### src/sv/tpd_pkg.sv
// Shared types, constants and helpers for the triac phase dimmer.
package tpd_pkg;

    // Line buffer length in bytes before the parse restarts
    localparam int LINE_LENGTH = 10;
    localparam int LB_W        = (LINE_LENGTH > 2) ? $clog2(LINE_LENGTH) : 1;

    // Field and register widths
    localparam int HALF_W  = 15;
    localparam int PULSE_W = 10;
    localparam int LEVEL_W = 4;
    localparam int CNT_W   = 15;
    localparam int Q_W     = 12;
    localparam int R_W     = 4;

    // Reset values of the configuration registers, delay constants and level limits
    localparam int HALF_RESET  = 8333;
    localparam int PULSE_RESET = 10;
    localparam int SPAN_OFFSET = 200;
    localparam int DELAY_BASE  = 100;
    localparam int MAX_LEVEL   = 10;
    localparam int SAT_LEVEL   = 11;

    // Span split into quotient and remainder by nine, worked out at elaboration
    localparam int SPAN_RESET   = HALF_RESET - SPAN_OFFSET;
    localparam int SPAN_Q_RESET = SPAN_RESET / 9;
    localparam int SPAN_R_RESET = SPAN_RESET % 9;

    // Reciprocal of nine: exact for every 15-bit dividend
    localparam int RECIP_DIV9  = 29128;
    localparam int RECIP_SHIFT = 18;

    // Character codes
    localparam logic [7:0] CH_LF    = 8'h0A;
    localparam logic [7:0] CH_CR    = 8'h0D;
    localparam logic [7:0] CH_SPACE = 8'h20;
    localparam logic [7:0] CH_TAB   = 8'h09;
    localparam logic [7:0] CH_VT    = 8'h0B;
    localparam logic [7:0] CH_FF    = 8'h0C;
    localparam logic [7:0] CH_PLUS  = 8'h2B;
    localparam logic [7:0] CH_MINUS = 8'h2D;
    localparam logic [7:0] CH_ZERO  = 8'h30;
    localparam logic [7:0] CH_NINE  = 8'h39;

    typedef enum logic [1:0] {
        REQ_TICK = 2'd0,
        REQ_EDGE = 2'd1,
        REQ_BYTE = 2'd2
    } req_t;

    typedef enum logic {
        CFG_HALF  = 1'b0,
        CFG_PULSE = 1'b1
    } cfg_idx_t;

    typedef enum logic [1:0] {
        PH_IDLE  = 2'd0,
        PH_DELAY = 2'd1,
        PH_PULSE = 2'd2
    } phase_t;

    typedef enum logic [1:0] {
        PS_SPACE  = 2'd0,
        PS_SIGN   = 2'd1,
        PS_DIGITS = 2'd2,
        PS_DONE   = 2'd3
    } parse_t;

    // Configuration as the phase controller sees it
    typedef struct packed {
        logic [Q_W-1:0]   span_q;
        logic [R_W-1:0]   span_r;
        logic [CNT_W-1:0] pulse_len;
    } cfg_t;

    // Gate status after an item
    typedef struct packed {
        logic gate;
        logic busy;
    } ph_status_t;

    // Divide a product of at most 72 by nine with a row of compares
    function automatic logic [3:0] div9_small(input logic [6:0] p);
        logic [3:0] cnt;
        cnt = '0;
        for (int i = 1; i <= 8; i++) begin
            if (p >= 7'(9 * i)) begin
                cnt = cnt + 4'd1;
            end
        end
        return cnt;
    endfunction

endpackage

### src/sv/tpd_cfg_regs.sv
// Configuration registers: half period kept as span quotient and remainder by nine.
module tpd_cfg_regs (
    input  logic                      clk,
    input  logic                      rst_n,
    input  logic                      cfg_we,
    input  logic                      cfg_index,
    input  logic [tpd_pkg::HALF_W-1:0] cfg_data,
    output tpd_pkg::cfg_t             cfg
);
    import tpd_pkg::*;

    logic [Q_W-1:0]     span_q_reg;
    logic [R_W-1:0]     span_r_reg;
    logic [PULSE_W-1:0] pulse_reg;

    logic [HALF_W-1:0]   span;
    logic [2*HALF_W-1:0] recip_prod;
    logic [Q_W-1:0]      q_est;
    logic [HALF_W-1:0]   rem_est;
    logic [Q_W-1:0]      q_next;
    logic [R_W-1:0]      r_next;

    // Split the span by nine with a reciprocal multiply and one correction
    always_comb
    begin
        span = (cfg_data > HALF_W'(SPAN_OFFSET)) ? cfg_data - HALF_W'(SPAN_OFFSET) : '0;
        recip_prod = (2*HALF_W)'(span) * (2*HALF_W)'(RECIP_DIV9);
        q_est = recip_prod[RECIP_SHIFT +: Q_W];
        rem_est = span - ((HALF_W'(q_est) << 3) + HALF_W'(q_est));
        if (rem_est >= HALF_W'(9))
        begin
            q_next = q_est + Q_W'(1);
            r_next = R_W'(rem_est - HALF_W'(9));
        end
        else
        begin
            q_next = q_est;
            r_next = R_W'(rem_est);
        end
    end

    // Capture writes
    always_ff @(posedge clk or negedge rst_n)
    begin
        if (!rst_n)
        begin
            span_q_reg <= Q_W'(SPAN_Q_RESET);
            span_r_reg <= R_W'(SPAN_R_RESET);
            pulse_reg  <= PULSE_W'(PULSE_RESET);
        end
        else if (cfg_we)
        begin
            if (cfg_idx_t'(cfg_index) == CFG_HALF)
            begin
                span_q_reg <= q_next;
                span_r_reg <= r_next;
            end
            else
            begin
                pulse_reg <= cfg_data[PULSE_W-1:0];
            end
        end
    end

    // A zero width counts as one tick
    assign cfg.span_q    = span_q_reg;
    assign cfg.span_r    = span_r_reg;
    assign cfg.pulse_len = (pulse_reg == '0) ? CNT_W'(1) : CNT_W'(pulse_reg);

endmodule

### src/sv/tpd_level_parser.sv
// Serial line parser that turns received text into the dimming level.
module tpd_level_parser (
    input  logic                        clk,
    input  logic                        rst_n,
    input  logic                        fire,
    input  tpd_pkg::req_t               req,
    input  logic [7:0]                  rx_data,
    output logic [tpd_pkg::LEVEL_W-1:0] level,
    output logic [tpd_pkg::LEVEL_W-1:0] level_next
);
    import tpd_pkg::*;

    parse_t             stage_reg, stage_next;
    logic [LEVEL_W-1:0] level_reg;
    logic [LEVEL_W-1:0] digit_reg, digit_next;
    logic               neg_reg, neg_next;
    logic [LB_W-1:0]    line_reg, line_next;

    logic       take_byte;
    logic       is_term;
    logic       is_digit;
    logic       is_space;
    logic       is_sign;
    logic       line_full;
    logic       line_ok;
    logic [6:0] acc;

    // Classify the byte
    always_comb
    begin
        take_byte = fire && (req == REQ_BYTE);
        is_term   = (rx_data == CH_LF) || (rx_data == CH_CR);
        is_digit  = (rx_data >= CH_ZERO) && (rx_data <= CH_NINE);
        is_space  = (rx_data == CH_SPACE) || (rx_data == CH_TAB) ||
                    (rx_data == CH_VT) || (rx_data == CH_FF);
        is_sign   = (rx_data == CH_PLUS) || (rx_data == CH_MINUS);
        line_full = (line_reg == LB_W'(LINE_LENGTH - 1));
        line_ok   = (digit_reg <= LEVEL_W'(MAX_LEVEL)) && !(neg_reg && (digit_reg != '0));
        acc       = 7'(digit_reg) * 7'd10 + {3'b000, rx_data[3:0]};
    end

    // Next parse stage
    always_comb
    begin
        stage_next = stage_reg;
        if (take_byte)
        begin
            if (is_term || line_full)
            begin
                stage_next = PS_SPACE;
            end
            else if (stage_reg != PS_DONE)
            begin
                priority if (is_digit)
                    stage_next = PS_DIGITS;
                else if (stage_reg == PS_SPACE && is_space)
                    stage_next = PS_SPACE;
                else if (stage_reg == PS_SPACE && is_sign)
                    stage_next = PS_SIGN;
                else
                    stage_next = PS_DONE;
            end
        end
    end

    // Value, sign, byte count and accepted level
    always_comb
    begin
        digit_next = digit_reg;
        neg_next   = neg_reg;
        line_next  = line_reg;
        level_next = level_reg;
        if (take_byte)
        begin
            if (is_term)
            begin
                if (line_ok)
                begin
                    level_next = neg_reg ? '0 : digit_reg;
                end
                digit_next = '0;
                neg_next   = 1'b0;
                line_next  = '0;
            end
            else
            begin
                if (stage_reg != PS_DONE)
                begin
                    if (is_digit)
                    begin
                        digit_next = (acc > 7'(SAT_LEVEL)) ? LEVEL_W'(SAT_LEVEL) : acc[LEVEL_W-1:0];
                    end
                    else if (stage_reg == PS_SPACE && is_sign)
                    begin
                        neg_next = (rx_data == CH_MINUS);
                    end
                end
                if (line_full)
                begin
                    digit_next = '0;
                    neg_next   = 1'b0;
                    line_next  = '0;
                end
                else
                begin
                    line_next = line_reg + LB_W'(1);
                end
            end
        end
    end

    // Hold parse state
    always_ff @(posedge clk or negedge rst_n)
    begin
        if (!rst_n)
        begin
            stage_reg <= PS_SPACE;
            level_reg <= '0;
            digit_reg <= '0;
            neg_reg   <= 1'b0;
            line_reg  <= '0;
        end
        else
        begin
            stage_reg <= stage_next;
            level_reg <= level_next;
            digit_reg <= digit_next;
            neg_reg   <= neg_next;
            line_reg  <= line_next;
        end
    end

    assign level = level_reg;

endmodule

### src/sv/tpd_phase_ctrl.sv
// Phase controller: firing delay, gate pulse and tick counting.
module tpd_phase_ctrl (
    input  logic                        clk,
    input  logic                        rst_n,
    input  logic                        fire,
    input  tpd_pkg::req_t               req,
    input  logic [tpd_pkg::LEVEL_W-1:0] level,
    input  tpd_pkg::cfg_t               cfg,
    output tpd_pkg::ph_status_t         status_next
);
    import tpd_pkg::*;

    phase_t           phase_reg, phase_next;
    logic [CNT_W-1:0] cnt_reg, cnt_next;

    logic [LEVEL_W-1:0]       lvl_m1;
    logic [LEVEL_W+Q_W-1:0]   whole_part;
    logic [LEVEL_W+R_W-1:0]   frac_prod;
    logic [3:0]               frac_part;
    logic [LEVEL_W+Q_W-1:0]   delay_sum;
    logic [CNT_W-1:0]         delay;
    logic [CNT_W-1:0]         cnt_dec;

    // Firing delay: (level-1)*span/9 + base, from the span split by nine
    always_comb
    begin
        lvl_m1     = level - LEVEL_W'(1);
        whole_part = (LEVEL_W+Q_W)'(lvl_m1) * (LEVEL_W+Q_W)'(cfg.span_q);
        frac_prod  = (LEVEL_W+R_W)'(lvl_m1) * (LEVEL_W+R_W)'(cfg.span_r);
        frac_part  = div9_small(frac_prod[6:0]);
        delay_sum  = whole_part + (LEVEL_W+Q_W)'(frac_part) + (LEVEL_W+Q_W)'(DELAY_BASE);
        delay      = delay_sum[CNT_W-1:0];
        cnt_dec    = (cnt_reg != '0) ? cnt_reg - CNT_W'(1) : '0;
    end

    // Next phase and count
    always_comb
    begin
        phase_next = phase_reg;
        cnt_next   = cnt_reg;
        if (fire)
        begin
            unique case (req)
                REQ_TICK:
                begin
                    if (phase_reg == PH_DELAY)
                    begin
                        cnt_next = cnt_dec;
                        if (cnt_dec == '0)
                        begin
                            phase_next = PH_PULSE;
                            cnt_next   = cfg.pulse_len;
                        end
                    end
                    else if (phase_reg == PH_PULSE)
                    begin
                        cnt_next = cnt_dec;
                        if (cnt_dec == '0)
                        begin
                            phase_next = PH_IDLE;
                        end
                    end
                end
                REQ_EDGE:
                begin
                    if (phase_reg == PH_IDLE)
                    begin
                        if (level == '0)
                        begin
                            phase_next = PH_PULSE;
                            cnt_next   = cfg.pulse_len;
                        end
                        else
                        begin
                            phase_next = PH_DELAY;
                            cnt_next   = delay;
                        end
                    end
                end
                default:
                begin
                    phase_next = phase_reg;
                end
            endcase
        end
    end

    // Status seen after this item
    always_comb
    begin
        status_next.gate = (phase_next == PH_PULSE);
        status_next.busy = (phase_next != PH_IDLE);
    end

    // Hold phase and count
    always_ff @(posedge clk or negedge rst_n)
    begin
        if (!rst_n)
        begin
            phase_reg <= PH_IDLE;
            cnt_reg   <= '0;
        end
        else
        begin
            phase_reg <= phase_next;
            cnt_reg   <= cnt_next;
        end
    end

endmodule

### src/sv/triac_phase_dimmer_with_serial_level.sv
// Top level of the triac phase dimmer with serial level input.
//
//  channel | direction | handshake            | payload
//  --------+-----------+----------------------+------------------------------
//  in      | in        | in_valid / in_stall  | req_type, rx_byte
//  out     | out       | out_valid / out_stall| gate_on, dim_level, busy_res
//  cfg     | in        | cfg_valid / cfg_ready| cfg_index, cfg_data
//
// One item per clock while the result channel is not stalled; each item passes
// through the input register, then the state update into the result register.
// The state update is a single pass through the parser and the phase
// controller; the firing delay uses a 4x12 and a 4x4 multiply and a 72/9 compare row.
// Reset clears the line parser, the level, the phase and the count, and loads
// the register defaults. cfg_ready is always high.
// A stalled result holds the pipe; in_stall rises only when the input
// register is full and the result register cannot move.
module triac_phase_dimmer_with_serial_level (
    input  logic                         clk,
    input  logic                         rst_n,
    input  logic                         in_valid,
    output logic                         in_stall,
    input  logic [1:0]                   req_type,
    input  logic [7:0]                   rx_byte,
    output logic                         out_valid,
    input  logic                         out_stall,
    output logic                         gate_on,
    output logic [tpd_pkg::LEVEL_W-1:0]  dim_level,
    output logic                         busy_res,
    input  logic                         cfg_valid,
    output logic                         cfg_ready,
    input  logic                         cfg_index,
    input  logic [tpd_pkg::HALF_W-1:0]   cfg_data
);
    import tpd_pkg::*;

    logic               in_valid_reg;
    logic [1:0]         req_reg;
    logic [7:0]         byte_reg;
    logic               out_valid_reg;
    logic               gate_reg;
    logic [LEVEL_W-1:0] level_out_reg;
    logic               busy_reg;

    logic               advance;
    logic               fire;
    logic               in_xfer;
    cfg_t               cfg;
    logic [LEVEL_W-1:0] level_cur;
    logic [LEVEL_W-1:0] level_next;
    ph_status_t         status_next;

    // Pipe control
    assign advance   = !out_valid_reg || !out_stall;
    assign fire      = in_valid_reg && advance;
    assign in_stall  = in_valid_reg && !advance;
    assign in_xfer   = in_valid && !in_stall;
    assign cfg_ready = 1'b1;

    // Input register
    always_ff @(posedge clk or negedge rst_n)
    begin
        if (!rst_n)
        begin
            in_valid_reg <= 1'b0;
        end
        else if (in_xfer)
        begin
            in_valid_reg <= 1'b1;
        end
        else if (fire)
        begin
            in_valid_reg <= 1'b0;
        end
    end

    always_ff @(posedge clk)
    begin
        if (in_xfer)
        begin
            req_reg  <= req_type;
            byte_reg <= rx_byte;
        end
    end

    tpd_cfg_regs u_cfg (
        .clk       (clk),
        .rst_n     (rst_n),
        .cfg_we    (cfg_valid && cfg_ready),
        .cfg_index (cfg_index),
        .cfg_data  (cfg_data),
        .cfg       (cfg)
    );

    tpd_level_parser u_parser (
        .clk        (clk),
        .rst_n      (rst_n),
        .fire       (fire),
        .req        (req_t'(req_reg)),
        .rx_data    (byte_reg),
        .level      (level_cur),
        .level_next (level_next)
    );

    tpd_phase_ctrl u_phase (
        .clk         (clk),
        .rst_n       (rst_n),
        .fire        (fire),
        .req         (req_t'(req_reg)),
        .level       (level_cur),
        .cfg         (cfg),
        .status_next (status_next)
    );

    // Result register
    always_ff @(posedge clk or negedge rst_n)
    begin
        if (!rst_n)
        begin
            out_valid_reg <= 1'b0;
        end
        else if (advance)
        begin
            out_valid_reg <= in_valid_reg;
        end
    end

    always_ff @(posedge clk)
    begin
        if (fire)
        begin
            gate_reg      <= status_next.gate;
            level_out_reg <= level_next;
            busy_reg      <= status_next.busy;
        end
    end

    assign out_valid = out_valid_reg;
    assign gate_on   = gate_reg;
    assign dim_level = level_out_reg;
    assign busy_res  = busy_reg;

    // Gate drive only during a busy phase
    a_gate_busy: assert property (@(posedge clk) disable iff (!rst_n)
        out_valid |-> (!gate_on || busy_res))
        else $error("gate driven while idle");

    // Reported level stays in range
    a_level_range: assert property (@(posedge clk) disable iff (!rst_n)
        out_valid |-> (dim_level <= LEVEL_W'(MAX_LEVEL)))
        else $error("level out of range");

    // Stall only with a held item behind a blocked result
    a_stall_cause: assert property (@(posedge clk) disable iff (!rst_n)
        in_stall |-> (in_valid_reg && out_valid_reg && out_stall))
        else $error("input stalled without a blocked result");

    // A stalled result leaves the state untouched
    a_hold_level: assert property (@(posedge clk) disable iff (!rst_n)
        (out_valid && out_stall) |=> $stable(level_cur))
        else $error("level changed while the result was stalled");

endmodule

### config.mk
export PLATFORM = sky130hd
export DESIGN_NAME = triac_phase_dimmer_with_serial_level
export DESIGN_NICKNAME = d
export VERILOG_FILES = /design/src/sv/tpd_pkg.sv /design/src/sv/tpd_cfg_regs.sv /design/src/sv/tpd_level_parser.sv /design/src/sv/tpd_phase_ctrl.sv /design/src/sv/triac_phase_dimmer_with_serial_level.sv
export SDC_FILE = /design/constraint.sdc
export NUM_CORES = 1
export LEC_CHECK = 0
export ABC_CLOCK_PERIOD_IN_PS = 20600
export CORE_MARGIN = 1.5
export CORE_UTILIZATION = 65
export DETAILED_ROUTE_END_ITERATION = 8
export DONT_BUFFER_PORTS = 1
export GPL_TIMING_DRIVEN = 0
export PLACE_DENSITY = 0.81
export SLEW_MARGIN = 20
export SYNTH_ARGS = -nofsm -noshare
export SYNTH_HDL_FRONTEND = slang
export SYNTH_SLANG_ARGS = --single-unit
### constraint.sdc
create_clock -name clk -period 20.6 [get_ports clk]
set_input_delay 2.06 -clock clk [delete_from_list [all_inputs] [get_ports clk]]
set_output_delay 2.06 -clock clk [all_outputs]
set_load 0.005 [all_outputs]
==> qor.yml <==
yosys:
  yosys_warnings: 0
  syn_nets: 1512
  synth_cell_type_count: 90
  synth_top_area_cell: "ha_1"
  postSynthAreaPerCell_um2: 8.72
  synth_top_flop_cell: "dfrtp_1"
  synthCells: 1247
  synthDominantCellAreaShare: 0.185
  synth-edff-count: 16
  synth_area_mm2: 0.0109
  synth_seq_area_share: 0.183
  ys_ff_latch: 76
  async_flop_share: 0.789
  synth_area_leaders: "ha_1, fa_1, dfrtp_1, inv_1, xnor2_1"
sta:
  fin_crit_sh: 0.609
  min_period_ns: 12.54
  maxSlewViolCount: 0
  setup_viol: 0
  fmax_mhz: 79.7
  rsz0062_at_grt: "no"
  tightest_slew_ns: 0.900
  tns_ns: 0
  finalClockSkew_ns: 0.00723
  final_hold_viol_count: 0
  relSlewSlack: 0.396
grt:
  grt_pass1_wl_um: 42100
  track_usage: 0.294
  grt_pass1_vias: 9124
  grt.overflow.total: 0
  grt_max_degree: 61
  antenna_found_initial: 0
setup_path:
  critPathMaxFanout: 10
  critPathKind: "input pin to register"
  start_kind: "input pin"
  cpPeakStageDelay_ns: 0.65
  end_kind: "register"
  critPathBufInv: 7
  arrival_ns: 12.75
  cp_data_required_time_ns: 20.81
  crit_slowest_cell: "o32ai_1"
  critical_path.top_delay_family: "adder cells"
  crit_top_cell: "inv_1"
clock_network:
  cts_tree: "yes"
  htree_levels: 3
  cts_setup_buffers: 0
  insertion_delay_ns: 0.34
  ctsLongestPathBuffers: 2
  cts_resized: 0
  cts_hold_buffers: 0
  cts.sinks: 76
  clk_pin_slew_ns: 0.06
  numCtsBuffers: 9
  cts_root_buf: "clkbuf_16"
die:
  io_pins: 40
  core_mm2: 0.0165
  die_h_um: 132
  die_w_um: 132
  start_util: 0.661
  dieArea_mm2: 0.0175
  std_cell_rows: 47
drt:
  via_per_inst: 5.92
  drc: 0
  drt-wirelength-per-cell_um: 16.5
  initialDrtViolationCount: 558
  postRouteAntennaNets: 0
  vias: 8776
  firstDrtPassIters: 5
  totalWireLength_um: 24400
placed_design:
  hpwl_um: 20300
  io_buffers: 0
  place_congestion: 0.973
layout:
  seqCellArea_mm2: 0.00199
  final_cell_mix: "inv_1, ha_1, nand2_1, fa_1, nor2_1"
  layout-drive-gt1-share: 0.0681
  fillers: 1319
  antenna_cells: 0
  fin_nets: 1523
  syn2layout_area_growth_pct: 5.46
  multi_input_area_mm2: 0.00810
  final_common_cell: "inv_1"
  largest_reg_flops: 15
hold_path:
  min_path_type: "register to register"
flow_run:
  maxCapViolCount: 0
run_status:
  status: "finished clean"
## layout make-up
cell class / count / area share
buffer: 27 / 0.0120
clock inverter: 6 / 0.00600
clock buffer: 10 / 0.0218
tap: 220 / 0.0240
multi-input combinational: 973 / 0.706
inverter: 171 / 0.0559
sequential: 76 / 0.174
## cell families after synthesis
group / after synthesis / share of synthesized area
mux: 22 / 0.0222
compound gates: 243 / 0.144
xor+xnor: 88 / 0.0756
fa+ha+maj: 234 / 0.320
flops: 76 / 0.183
other cells: 1 / 0.000345
simple gates: 385 / 0.183
buf+inv: 198 / 0.0717
## through the flow
stage | hold WS [ns] | util | cell area [µm²] | instances | setup WS (ns)
5_1_grt | 0.525 | 0.697 | 11500 | 1483 | 7.46
3_5_place_dp | 0.480 | 0.677 | 11200 | 1467 | 7.81
6_report | 0.489 | 0.697 | 11500 | 1483 | 8.06
2_1_floorplan | 0.450 | - | 10900 | 1247 | 9.38
4_1_cts | 0.488 | 0.697 | 11500 | 1483 | 8.12
3_3_place_gp | 0.473 | 0.677 | 11200 | 1467 | 7.87
## worst reg2reg max path: cells and delay by family, from the launching register on
family / cells / cell delay (ns)
buf+inv: 6 / 1.47
simple gates: 8 / 1.20
flops: 1 / 0.48
mux: 4 / 1.14
compound gates: 11 / 1.70
fa+ha+maj: 12 / 4.31
xor+xnor: 7 / 1.79
## path summary, 6_finish.rpt
check,from,slack [ns],to,cells after the start
hold reg to reg,u_parser.line_reg[3],0.49,u_parser.line_reg[3],1
hold / removal,u_parser.line_reg[3],0.49,u_parser.line_reg[3],1
min in group asynchronous,rst_n,1.41,u_parser.line_reg[3],0
setup / recovery,cfg_data[3],8.06,u_cfg.span_r_reg[3],39
max in group asynchronous,rst_n,18.99,u_cfg.span_q_reg[8],0
setup reg to reg,u_parser.level[0],8.37,u_phase.cnt_reg[14],48
## cells in the mapped netlist, types with 26 or more instances
cell type  number
nor2_1         71
nor2b_1        30
nand2_1       115
fa_1           73
dfrtp_1        50
inv_1         171
nand2b_1       29
a21oi_1        45
xor2_1         26
xnor2_1        57
nor3_1         28
ha_1          161
o21ai_0        65
## metal layers
layer	global-route usage	part of all wire
met1	0.360	0.42
met5	0	0
met2	0.532	0.51
met4	0.107	0.031
met3	0.0361	0.040
Power is not shown: default switching activity piles up to over one toggle a cycle in this logic, so the estimate is an artifact.
